$ cat src/rtl/core/mkd_pkg.sv
`default_nettype none

package mkd_pkg;

    // Field widths of the channels and the configuration port.
    localparam int CNT_W   = 11;
    localparam int EV_W    = 3;
    localparam int LET_W   = 5;
    localparam int SCNT_W  = 3;
    localparam int CIDX_W  = 2;

    localparam logic [CNT_W-1:0] CNT_MAX = '1;

    // Configuration register indexes.
    localparam logic [CIDX_W-1:0] CFG_DASH  = 2'd0;
    localparam logic [CIDX_W-1:0] CFG_ERROR = 2'd1;
    localparam logic [CIDX_W-1:0] CFG_GAP   = 2'd2;

    // Register values after reset.
    localparam logic [CNT_W-1:0] DASH_RESET  = 11'd250;
    localparam logic [CNT_W-1:0] ERROR_RESET = 11'd700;
    localparam logic [CNT_W-1:0] GAP_RESET   = 11'd400;

    localparam int NUM_LETTERS = 26;

    // Event codes carried by a result item.
    typedef enum logic [EV_W-1:0] {
        EV_DOT     = 3'd0,
        EV_DASH    = 3'd1,
        EV_LONG    = 3'd2,
        EV_TOOMANY = 3'd3,
        EV_LETTER  = 3'd4,
        EV_INVALID = 3'd5
    } t_event;

    // Decoder phase, one-hot.
    typedef enum logic [2:0] {
        PH_IDLE  = 3'b001,
        PH_PRESS = 3'b010,
        PH_GAP   = 3'b100
    } t_phase;

    // International Morse A-Z: symbol count and dash pattern (bit i = symbol i).
    localparam logic [2:0] CODE_LEN [NUM_LETTERS] = '{
        3'd2, 3'd4, 3'd4, 3'd3, 3'd1, 3'd4, 3'd3, 3'd4, 3'd2, 3'd4, 3'd3, 3'd4, 3'd2,
        3'd2, 3'd3, 3'd4, 3'd4, 3'd3, 3'd3, 3'd1, 3'd3, 3'd4, 3'd3, 3'd4, 3'd4, 3'd4
    };
    localparam logic [3:0] CODE_BITS [NUM_LETTERS] = '{
        4'd2, 4'd1, 4'd5, 4'd1, 4'd0, 4'd4, 4'd3, 4'd0, 4'd0, 4'd14, 4'd5, 4'd2, 4'd3,
        4'd1, 4'd7, 4'd6, 4'd11, 4'd2, 4'd0, 4'd1, 4'd4, 4'd8, 4'd6, 4'd9, 4'd13, 4'd3
    };

    typedef struct packed {
        logic             found;
        logic [LET_W-1:0] letter;
    } t_match;

    // Looks the symbol store up in the letter table; the first hit wins.
    function automatic t_match match_letter(input logic [2:0] count,
                                            input logic [7:0] bits);
        t_match res;
        res = '0;
        for (int i = NUM_LETTERS - 1; i >= 0; i--) begin
            if (CODE_LEN[i] == count && 8'(CODE_BITS[i]) == bits) begin
                res.found  = 1'b1;
                res.letter = LET_W'(i);
            end
        end
        return res;
    endfunction

endpackage

`default_nettype wire

$ cat src/rtl/core/mkd_in_if.sv
`default_nettype none

interface mkd_in_if;
    logic valid;
    logic ready;
    logic key_level;

    modport source (output valid, output key_level, input ready);
    modport sink (input valid, input key_level, output ready);
endinterface

`default_nettype wire

$ cat src/rtl/core/mkd_out_if.sv
`default_nettype none

interface mkd_out_if;
    logic                       valid;
    logic                       ready;
    logic [mkd_pkg::EV_W-1:0]   event_code;
    logic [mkd_pkg::LET_W-1:0]  letter_index;
    logic [mkd_pkg::SCNT_W-1:0] symbol_count;

    modport source (output valid, output event_code, output letter_index,
                    output symbol_count, input ready);
    modport sink (input valid, input event_code, input letter_index,
                  input symbol_count, output ready);
endinterface

`default_nettype wire

$ cat src/rtl/core/morse_key_decoder.sv
// Morse key decoder.
// i_in carries one item per millisecond tick with the key level; o_out carries
// an item for each judged press (dot, dash, long press, too many symbols) and
// for each finished character (letter index or invalid code). Most ticks give
// no result item.
// An accepted item waits in the input register; the decode logic then writes
// its result, if any, to the result register, which drives o_out. One item
// per cycle is taken as long as the result register is free or being
// emptied in the same cycle.
// When the receiver stalls, the pending result holds in the result register,
// the input register keeps the next item, and i_in.ready drops once both are
// full; nothing is lost or repeated.
// The three thresholds are written through i_cfg_we / i_cfg_index / i_cfg_data
// by the user only while the block is idle (unenforced); other indexes are ignored.
// A synchronous reset (i_rst_n low) empties both registers, clears the symbol
// store and counters, and loads the thresholds 250, 700 and 400 ticks.

`default_nettype none

module morse_key_decoder #(
    parameter int MAX_SYMBOLS = 4
) (
    input  wire                          i_clk,
    input  wire                          i_rst_n,
    mkd_in_if.sink                       i_in,
    mkd_out_if.source                    o_out,
    input  wire                          i_cfg_we,
    input  wire [mkd_pkg::CIDX_W-1:0]    i_cfg_index,
    input  wire [mkd_pkg::CNT_W-1:0]     i_cfg_data
);

    localparam int CW = mkd_pkg::CNT_W;

    // Configuration registers.
    logic [CW-1:0] r_dash_thr;
    logic [CW-1:0] r_err_thr;
    logic [CW-1:0] r_gap_thr;

    // Input register.
    logic r_s1_valid;
    logic r_s1_key;

    // Decoder state.
    mkd_pkg::t_phase          r_phase, n_phase;
    logic [CW-1:0]            r_press, n_press;
    logic [CW-1:0]            r_gap, n_gap;
    logic [MAX_SYMBOLS-1:0]   r_dash, n_dash;
    logic [2:0]               r_held, n_held;

    // Result register.
    logic                          r_out_valid;
    mkd_pkg::t_event               r_ev, n_ev;
    logic [mkd_pkg::LET_W-1:0]     r_letter, n_letter;
    logic [mkd_pkg::SCNT_W-1:0]    r_count, n_count;
    logic                          n_res;

    logic           s_adv;
    logic           s_fire;
    mkd_pkg::t_match s_match;

    assign s_adv  = !r_out_valid || o_out.ready;
    assign s_fire = r_s1_valid && s_adv;

    assign i_in.ready = !r_s1_valid || s_adv;

    assign o_out.valid        = r_out_valid;
    assign o_out.event_code   = r_ev;
    assign o_out.letter_index = r_letter;
    assign o_out.symbol_count = r_count;

    // Configuration writes.
    always_ff @(posedge i_clk) begin
        if (!i_rst_n) begin
            r_dash_thr <= mkd_pkg::DASH_RESET;
            r_err_thr  <= mkd_pkg::ERROR_RESET;
            r_gap_thr  <= mkd_pkg::GAP_RESET;
        end else if (i_cfg_we) begin
            case (i_cfg_index)
                mkd_pkg::CFG_DASH:  r_dash_thr <= i_cfg_data;
                mkd_pkg::CFG_ERROR: r_err_thr  <= i_cfg_data;
                mkd_pkg::CFG_GAP:   r_gap_thr  <= i_cfg_data;
                default: ;
            endcase
        end
    end

    // Input register: takes a new item whenever it is empty or the result register can advance.
    always_ff @(posedge i_clk) begin
        if (!i_rst_n) begin
            r_s1_valid <= 1'b0;
        end else if (i_in.ready) begin
            r_s1_valid <= i_in.valid;
        end
    end

    always_ff @(posedge i_clk) begin
        if (i_in.ready) begin
            r_s1_key <= i_in.key_level;
        end
    end

    assign s_match = mkd_pkg::match_letter(r_held, 8'(r_dash));

    // Decode of one tick against the current state.
    always_comb begin
        n_phase  = r_phase;
        n_press  = r_press;
        n_gap    = r_gap;
        n_dash   = r_dash;
        n_held   = r_held;
        n_res    = 1'b0;
        n_ev     = mkd_pkg::EV_DOT;
        n_letter = '0;
        case (r_phase)
            mkd_pkg::PH_PRESS: begin
                if (r_s1_key) begin
                    if (r_press != mkd_pkg::CNT_MAX) begin
                        n_press = r_press + CW'(1);
                    end
                end else if (r_press > r_err_thr) begin
                    n_res   = 1'b1;
                    n_ev    = mkd_pkg::EV_LONG;
                    n_dash  = '0;
                    n_held  = '0;
                    n_phase = mkd_pkg::PH_IDLE;
                end else if (r_held >= 3'(MAX_SYMBOLS)) begin
                    n_res   = 1'b1;
                    n_ev    = mkd_pkg::EV_TOOMANY;
                    n_dash  = '0;
                    n_held  = '0;
                    n_phase = mkd_pkg::PH_IDLE;
                end else begin
                    // Store the symbol; bit position is the current count.
                    n_res = 1'b1;
                    if (r_press >= r_dash_thr) begin
                        n_ev = mkd_pkg::EV_DASH;
                        for (int j = 0; j < MAX_SYMBOLS; j++) begin
                            if (r_held == 3'(j)) begin
                                n_dash[j] = 1'b1;
                            end
                        end
                    end
                    n_held  = r_held + 3'd1;
                    n_phase = mkd_pkg::PH_GAP;
                    n_gap   = '0;
                end
            end
            mkd_pkg::PH_GAP: begin
                if (r_s1_key) begin
                    n_phase = mkd_pkg::PH_PRESS;
                    n_press = CW'(1);
                end else if (r_gap >= r_gap_thr) begin
                    // Character ends: look the store up and clear it.
                    n_res   = 1'b1;
                    n_dash  = '0;
                    n_held  = '0;
                    n_phase = mkd_pkg::PH_IDLE;
                    if (s_match.found) begin
                        n_ev     = mkd_pkg::EV_LETTER;
                        n_letter = s_match.letter;
                    end else begin
                        n_ev = mkd_pkg::EV_INVALID;
                    end
                end else begin
                    n_gap = r_gap + CW'(1);
                end
            end
            default: begin
                n_phase = mkd_pkg::PH_IDLE;
                if (r_s1_key) begin
                    n_phase = mkd_pkg::PH_PRESS;
                    n_press = CW'(1);
                end
            end
        endcase
        n_count = n_held;
    end

    // Decoder state update.
    always_ff @(posedge i_clk) begin
        if (!i_rst_n) begin
            r_phase <= mkd_pkg::PH_IDLE;
            r_press <= '0;
            r_gap   <= '0;
            r_dash  <= '0;
            r_held  <= '0;
        end else if (s_fire) begin
            r_phase <= n_phase;
            r_press <= n_press;
            r_gap   <= n_gap;
            r_dash  <= n_dash;
            r_held  <= n_held;
        end
    end

    // Result register.
    always_ff @(posedge i_clk) begin
        if (!i_rst_n) begin
            r_out_valid <= 1'b0;
        end else if (s_adv) begin
            r_out_valid <= s_fire && n_res;
        end
    end

    always_ff @(posedge i_clk) begin
        if (s_fire && n_res) begin
            r_ev     <= n_ev;
            r_letter <= n_letter;
            r_count  <= n_count;
        end
    end

    // A stalled result freezes the decoder state.
    a_stall_holds_state: assert property (@(posedge i_clk) disable iff (!i_rst_n)
        (r_out_valid && !o_out.ready) |=> ($stable(r_phase) && $stable(r_held)
                                          && $stable(r_dash)))
        else $error("decoder state moved while the result was stalled");

    // The symbol store never holds more than its capacity.
    a_held_bound: assert property (@(posedge i_clk) disable iff (!i_rst_n)
        r_held <= 3'(MAX_SYMBOLS))
        else $error("symbol count above capacity");

    // Events that clear the store report an empty store.
    a_clear_count: assert property (@(posedge i_clk) disable iff (!i_rst_n)
        (r_out_valid && (r_ev == mkd_pkg::EV_LONG || r_ev == mkd_pkg::EV_TOOMANY
                         || r_ev == mkd_pkg::EV_LETTER || r_ev == mkd_pkg::EV_INVALID))
        |-> (r_count == '0))
        else $error("clearing event with nonzero symbol count");

    // A letter index appears only with a letter event.
    a_letter_only: assert property (@(posedge i_clk) disable iff (!i_rst_n)
        (r_out_valid && r_ev != mkd_pkg::EV_LETTER) |-> (r_letter == '0))
        else $error("letter index set on a non-letter event");

    // A running press has counted at least its first tick.
    a_press_nonzero: assert property (@(posedge i_clk) disable iff (!i_rst_n)
        (r_phase == mkd_pkg::PH_PRESS) |-> (r_press != '0))
        else $error("press phase with zero press count");

endmodule

`default_nettype wire
$ cat src/flat_wrapper.sv
// flat-port wrapper written by rule: the top's interface ports become plain ports
module morse_key_decoder_flat 
#(
    parameter int MAX_SYMBOLS = 4
)
  (i_clk, i_rst_n, i_cfg_we, i_cfg_index, i_cfg_data, i_in_valid, i_in_key_level, i_in_ready, o_out_valid, o_out_event_code, o_out_letter_index, o_out_symbol_count, o_out_ready);
  mkd_in_if i_in_i ();
  mkd_out_if o_out_i ();
  input  wire i_clk;
  input  wire i_rst_n;
  input  wire i_cfg_we;
  input  wire [mkd_pkg::CIDX_W-1:0] i_cfg_index;
  input  wire [mkd_pkg::CNT_W-1:0] i_cfg_data;
  input wire logic [$bits(i_in_i.valid)-1:0] i_in_valid;
  input wire logic [$bits(i_in_i.key_level)-1:0] i_in_key_level;
  output wire logic [$bits(i_in_i.ready)-1:0] i_in_ready;
  output wire logic [$bits(o_out_i.valid)-1:0] o_out_valid;
  output wire logic [$bits(o_out_i.event_code)-1:0] o_out_event_code;
  output wire logic [$bits(o_out_i.letter_index)-1:0] o_out_letter_index;
  output wire logic [$bits(o_out_i.symbol_count)-1:0] o_out_symbol_count;
  input wire logic [$bits(o_out_i.ready)-1:0] o_out_ready;
  assign i_in_i.valid = i_in_valid;
  assign i_in_i.key_level = i_in_key_level;
  assign i_in_ready = i_in_i.ready;
  assign o_out_valid = o_out_i.valid;
  assign o_out_event_code = o_out_i.event_code;
  assign o_out_letter_index = o_out_i.letter_index;
  assign o_out_symbol_count = o_out_i.symbol_count;
  assign o_out_i.ready = o_out_ready;
  morse_key_decoder #(.MAX_SYMBOLS(MAX_SYMBOLS)) u_core (.i_clk(i_clk), .i_rst_n(i_rst_n), .i_in(i_in_i), .o_out(o_out_i), .i_cfg_we(i_cfg_we), .i_cfg_index(i_cfg_index), .i_cfg_data(i_cfg_data));
endmodule
$ cat config.mk
export PLATFORM = sky130hd
export DESIGN_NAME = morse_key_decoder_flat
export DESIGN_NICKNAME = d
export VERILOG_FILES = /design/src/rtl/core/mkd_pkg.sv /design/src/rtl/core/mkd_in_if.sv /design/src/rtl/core/mkd_out_if.sv /design/src/rtl/core/morse_key_decoder.sv /design/src/flat_wrapper.sv
export SDC_FILE = /design/constraint.sdc
export NUM_CORES = 1
export LEC_CHECK = 0
export BUFFER_PORTS_ARGS = -buffer_cell sky130_fd_sc_hd__buf_2
export CAP_MARGIN = 20
export CORE_UTILIZATION = 25
export CTS_CLUSTER_SIZE = 25
export DETAILED_ROUTE_END_ITERATION = 6
export GPL_ROUTABILITY_DRIVEN = 0
export PLACE_DENSITY = 0.48
export RECOVER_POWER = 50
export SETUP_SLACK_MARGIN = 0.05
export SYNTH_ARGS = -nofsm -noshare
export SYNTH_HDL_FRONTEND = slang
export SYNTH_SLANG_ARGS = --single-unit
$ cat constraint.sdc
create_clock -name i_clk -period 4.51 [get_ports i_clk]
set_clock_uncertainty 0.1 [all_clocks]
set_input_delay 0.902 -clock i_clk [delete_from_list [all_inputs] [get_ports i_clk]]
set_output_delay 0.902 -clock i_clk [all_outputs]
set_load 0.02 [all_outputs]
==> impl_metrics.yaml <==
global_routing:
  grt_max_degree: 28
  grt_pass1_vias: 4040
  grt_antenna_before_repair: 0
  overflow: 0
  gr-usage-all-layers: 0.132
  grt_pass1_wl_microns: 20100
min_path:
  hold_start: "u_core.r_err_thr[10]"
  hold_depth: 2
  hold_path.class: "reg2reg"
  hold_path_end: "u_core.r_err_thr[10]"
run:
  drv_cap: 1
final_layout:
  diodes: 0
  fin_nets: 654
  final_cells: 828
  final_util: 0.293
  drive_gt1_frac: 0.0885
  final_area_sq_um: 5350
  fillers: 1948
  areaGrowthSynthToFinish_pct: 13.1
  mostFrequentLayoutCells: "nand2_1 (94), dfxtp_1 (67), inv_1 (44)"
  multi_input_area_sq_um: 2770
  final_common_cell: "nand2_1"
  ff_latch_area_sq_um: 1700
yosys:
  synth-seq-area-share: 0.360
  synth-seq-cells: 79
  synth_edf_count: 12
  avgSynthCellArea_sq_um: 8.24
  synthSimpleGateAreaFrac: 0.238
  muxShareOfSynthArea: 0.0281
  synth_compound_area_frac: 0.198
  synth.top_cells.by_area: "dfxtp_1 (28%), ha_1 (11%), edfxtp_1 (7.6%)"
  synthesis.area_sq_um: 4730
  yosysWarningCount: 0
  synth_xor_area_frac: 0.0148
  netlist_instances: 574
  synth_nets: 633
  synth_top_family_by_area: "simple AND/OR/NAND/NOR gates"
  synth_top_area_share: 0.284
  yosysTopAreaCell: "dfxtp_1"
  synthAdderAreaFrac: 0.106
  synth.distinct_cells: 61
  async_reset_ff_frac: 0
  ys.flop_type: "dfxtp_1"
clocking:
  h-tree-depth: 3
  cts_tree: "yes"
  clk_path_buf_depth: 2
  post_cts_buffers: 0
  post_cts_resize_count: 0
  cts.sinks: 79
  clock_latency_ns: 0.35
  cts_root_buffer: "clkbuf_16"
  cts_buffers: 9
  path_clk_slew_ns: 0.07
  hold_buffers: 0
run_status:
  violations: "capacitance limit, slew limit"
  status: "complete, but fails checks"
critical_path:
  cp-start-kind: "input pin"
  rr_endpoint: "u_core.o_out.event_code[0]"
  cpPeakStageDelay_ns: 1.02
  cp-end-kind: "register"
  cp.arrival_ns: 3.02
  reg2reg_depth: 7
  reg2reg_slack_ns: 1.81
  critical_path_required_ns: 4.65
  critPathKind: "in2reg"
  path_max_fanout: 27
  critPathSlowestCell: "clkbuf_1"
  rr_startpoint: "u_core.r_held[2]"
  cp_cell_sequence: "clkbuf_1 -> inv_1 -> clkbuf_1 -> nor2_1 -> a31o_2"
  cpMostUsedCell: "clkbuf_1"
placement:
  dpl_cell_area_sq_um: 5100
  placedCellCount: 812
  io_buffers: 31
  hpwl_microns: 9010
timing:
  fin_setup_tns_ns: 0
  fin_crit_sh: 0.640
  fmax_mhz: 346
  finalSetupViolations: 0
  worst_pin_slew_ns: 1.87
  relSlewSlack: -0.250
  final_hold_viol_count: 0
  rsz0062_at_grt: "false"
  drv_slew: 18
  finalCriticalPeriod_ns: 2.89
routing:
  ant_nets: 0
  first_pass_iters: 4
  routed_via_density: 4.90
  wirelength_microns: 11900
  drtIter0Drc: 219
  wl_per_cell_microns: 14.4
  vias: 4059
  drc_errors: 0
pwr:
  p_leak_nw: 2.09
  power_density_nw_per_um2: 284
  irDropWorstVdd_v: 0.000196
floorplan:
  die_x_microns: 140
  top_level_ports: 32
  start_util: 0.259
  die-area_sq_um: 19500
  rows: 49
  die_h_microns: 140
  core_area_sq_um: 18300
==> per-stage QoR <==
step	total power, mW	setup WS (ns)	hold slack (ns)
after global routing	1.59	1.31	0.369
after floorplan	0.818	1.81	0.336
after detailed placement	0.855	1.63	0.349
final	1.52	1.62	0.358
after global placement	0.852	1.67	0.346
after CTS	1.55	1.82	0.359
==> synthesized netlist by cell type (3+ instances only) <==
master / count
a211oi_1: 7
a21o_1: 5
a21oi_1: 36
a22oi_1: 3
a31oi_1: 5
and3_1: 10
and3b_1: 3
buf_1: 4
clkbuf_1: 18
dfxtp_1: 67
edfxtp_1: 12
ha_1: 40
inv_1: 44
mux2i_1: 11
nand2_1: 94
nand2b_1: 17
nand3_1: 17
nand4_1: 11
nor2_1: 36
nor2b_1: 6
nor3_1: 16
nor3b_1: 4
nor4_1: 7
o211ai_1: 21
o21a_1: 4
o21ai_0: 13
o22ai_1: 6
or2_2: 3
xor2_1: 7
==> area by class of cell <==
cell class                      instances  share of cell area
Clock buffer                            9              0.0421
Timing Repair Buffer                   34              0.0292
Inverter                               44              0.0309
Tap cell                              229              0.0536
Clock inverter                          6             0.00842
Sequential cell                        79               0.318
Multi-Input combinational cell        427               0.518
==> how the worst max path moves through the flow <==
stage	start	end	slack, ns	cells after the start
2_1_floorplan	o_out_ready	u_core.r_dash[0]	1.81	6
4_1_cts	u_core.r_gap[0]	u_core.r_dash[3]	1.82	9
3_5_place_dp	o_out_ready	u_core.r_dash[3]	1.63	8
6_report	i_rst_n	u_core.r_phase[2]	1.62	5
5_1_grt	i_rst_n	u_core.r_phase[2]	1.31	5
3_3_place_gp	o_out_ready	u_core.r_dash[2]	1.67	8
==> state kept, by name, indices dropped and copies added (netlist names) <==
| signal | count |
|---|---|
| u_core.r_s1_valid | 1 |
| u_core.r_gap_thr | 11 |
| u_core.r_s1_key | 1 |
| u_core.r_dash_thr | 11 |
| u_core.r_held | 3 |
| u_core.o_out.symbol_count | 3 |
| u_core.r_dash | 4 |
| u_core.r_phase | 3 |
| u_core.r_gap | 11 |
| u_core.o_out.event_code | 3 |
| u_core.r_press | 11 |
| u_core.r_err_thr | 11 |
| u_core.o_out.valid | 1 |
| u_core.o_out.letter_index | 5 |
==> critical path, delay by kind of cell <==
family | cells | cell delay, ns
AOI/OAI and AO/OA | 1 | 0.26
and+or+nand+nor | 1 | 0.12
buffers and inverters | 3 | 1.72
==> layer usage <==
layer	up-vias	routed length [microns]	GRT usage
met5	-	0	0
met3	13	388	0.0396
met2	76	5690	0.222
li1	2083	-	-
met1	1887	5670	0.161
met4	0	161	0.0374
==> where the power goes <==
group          internal [mW]  total (mW)  switching (mW)
registers              0.728       0.739          0.0110
logic                 0.0349      0.0988          0.0639
clock network          0.374       0.682           0.308
==> cell families (layout without fill, tap and decap cells) <==
logic type                 count (synthesis)  in the layout
AOI/OAI and AO/OA                        132            132
xor gates and xnor gates                   8              8
adders and majority gates                 40             40
buffers and inverters                     68             93
DFF                                       79             79
muxes                                     13             13
and+or+nand+nor                          234            234
Note: power is estimated with default switching activity, not from simulation.
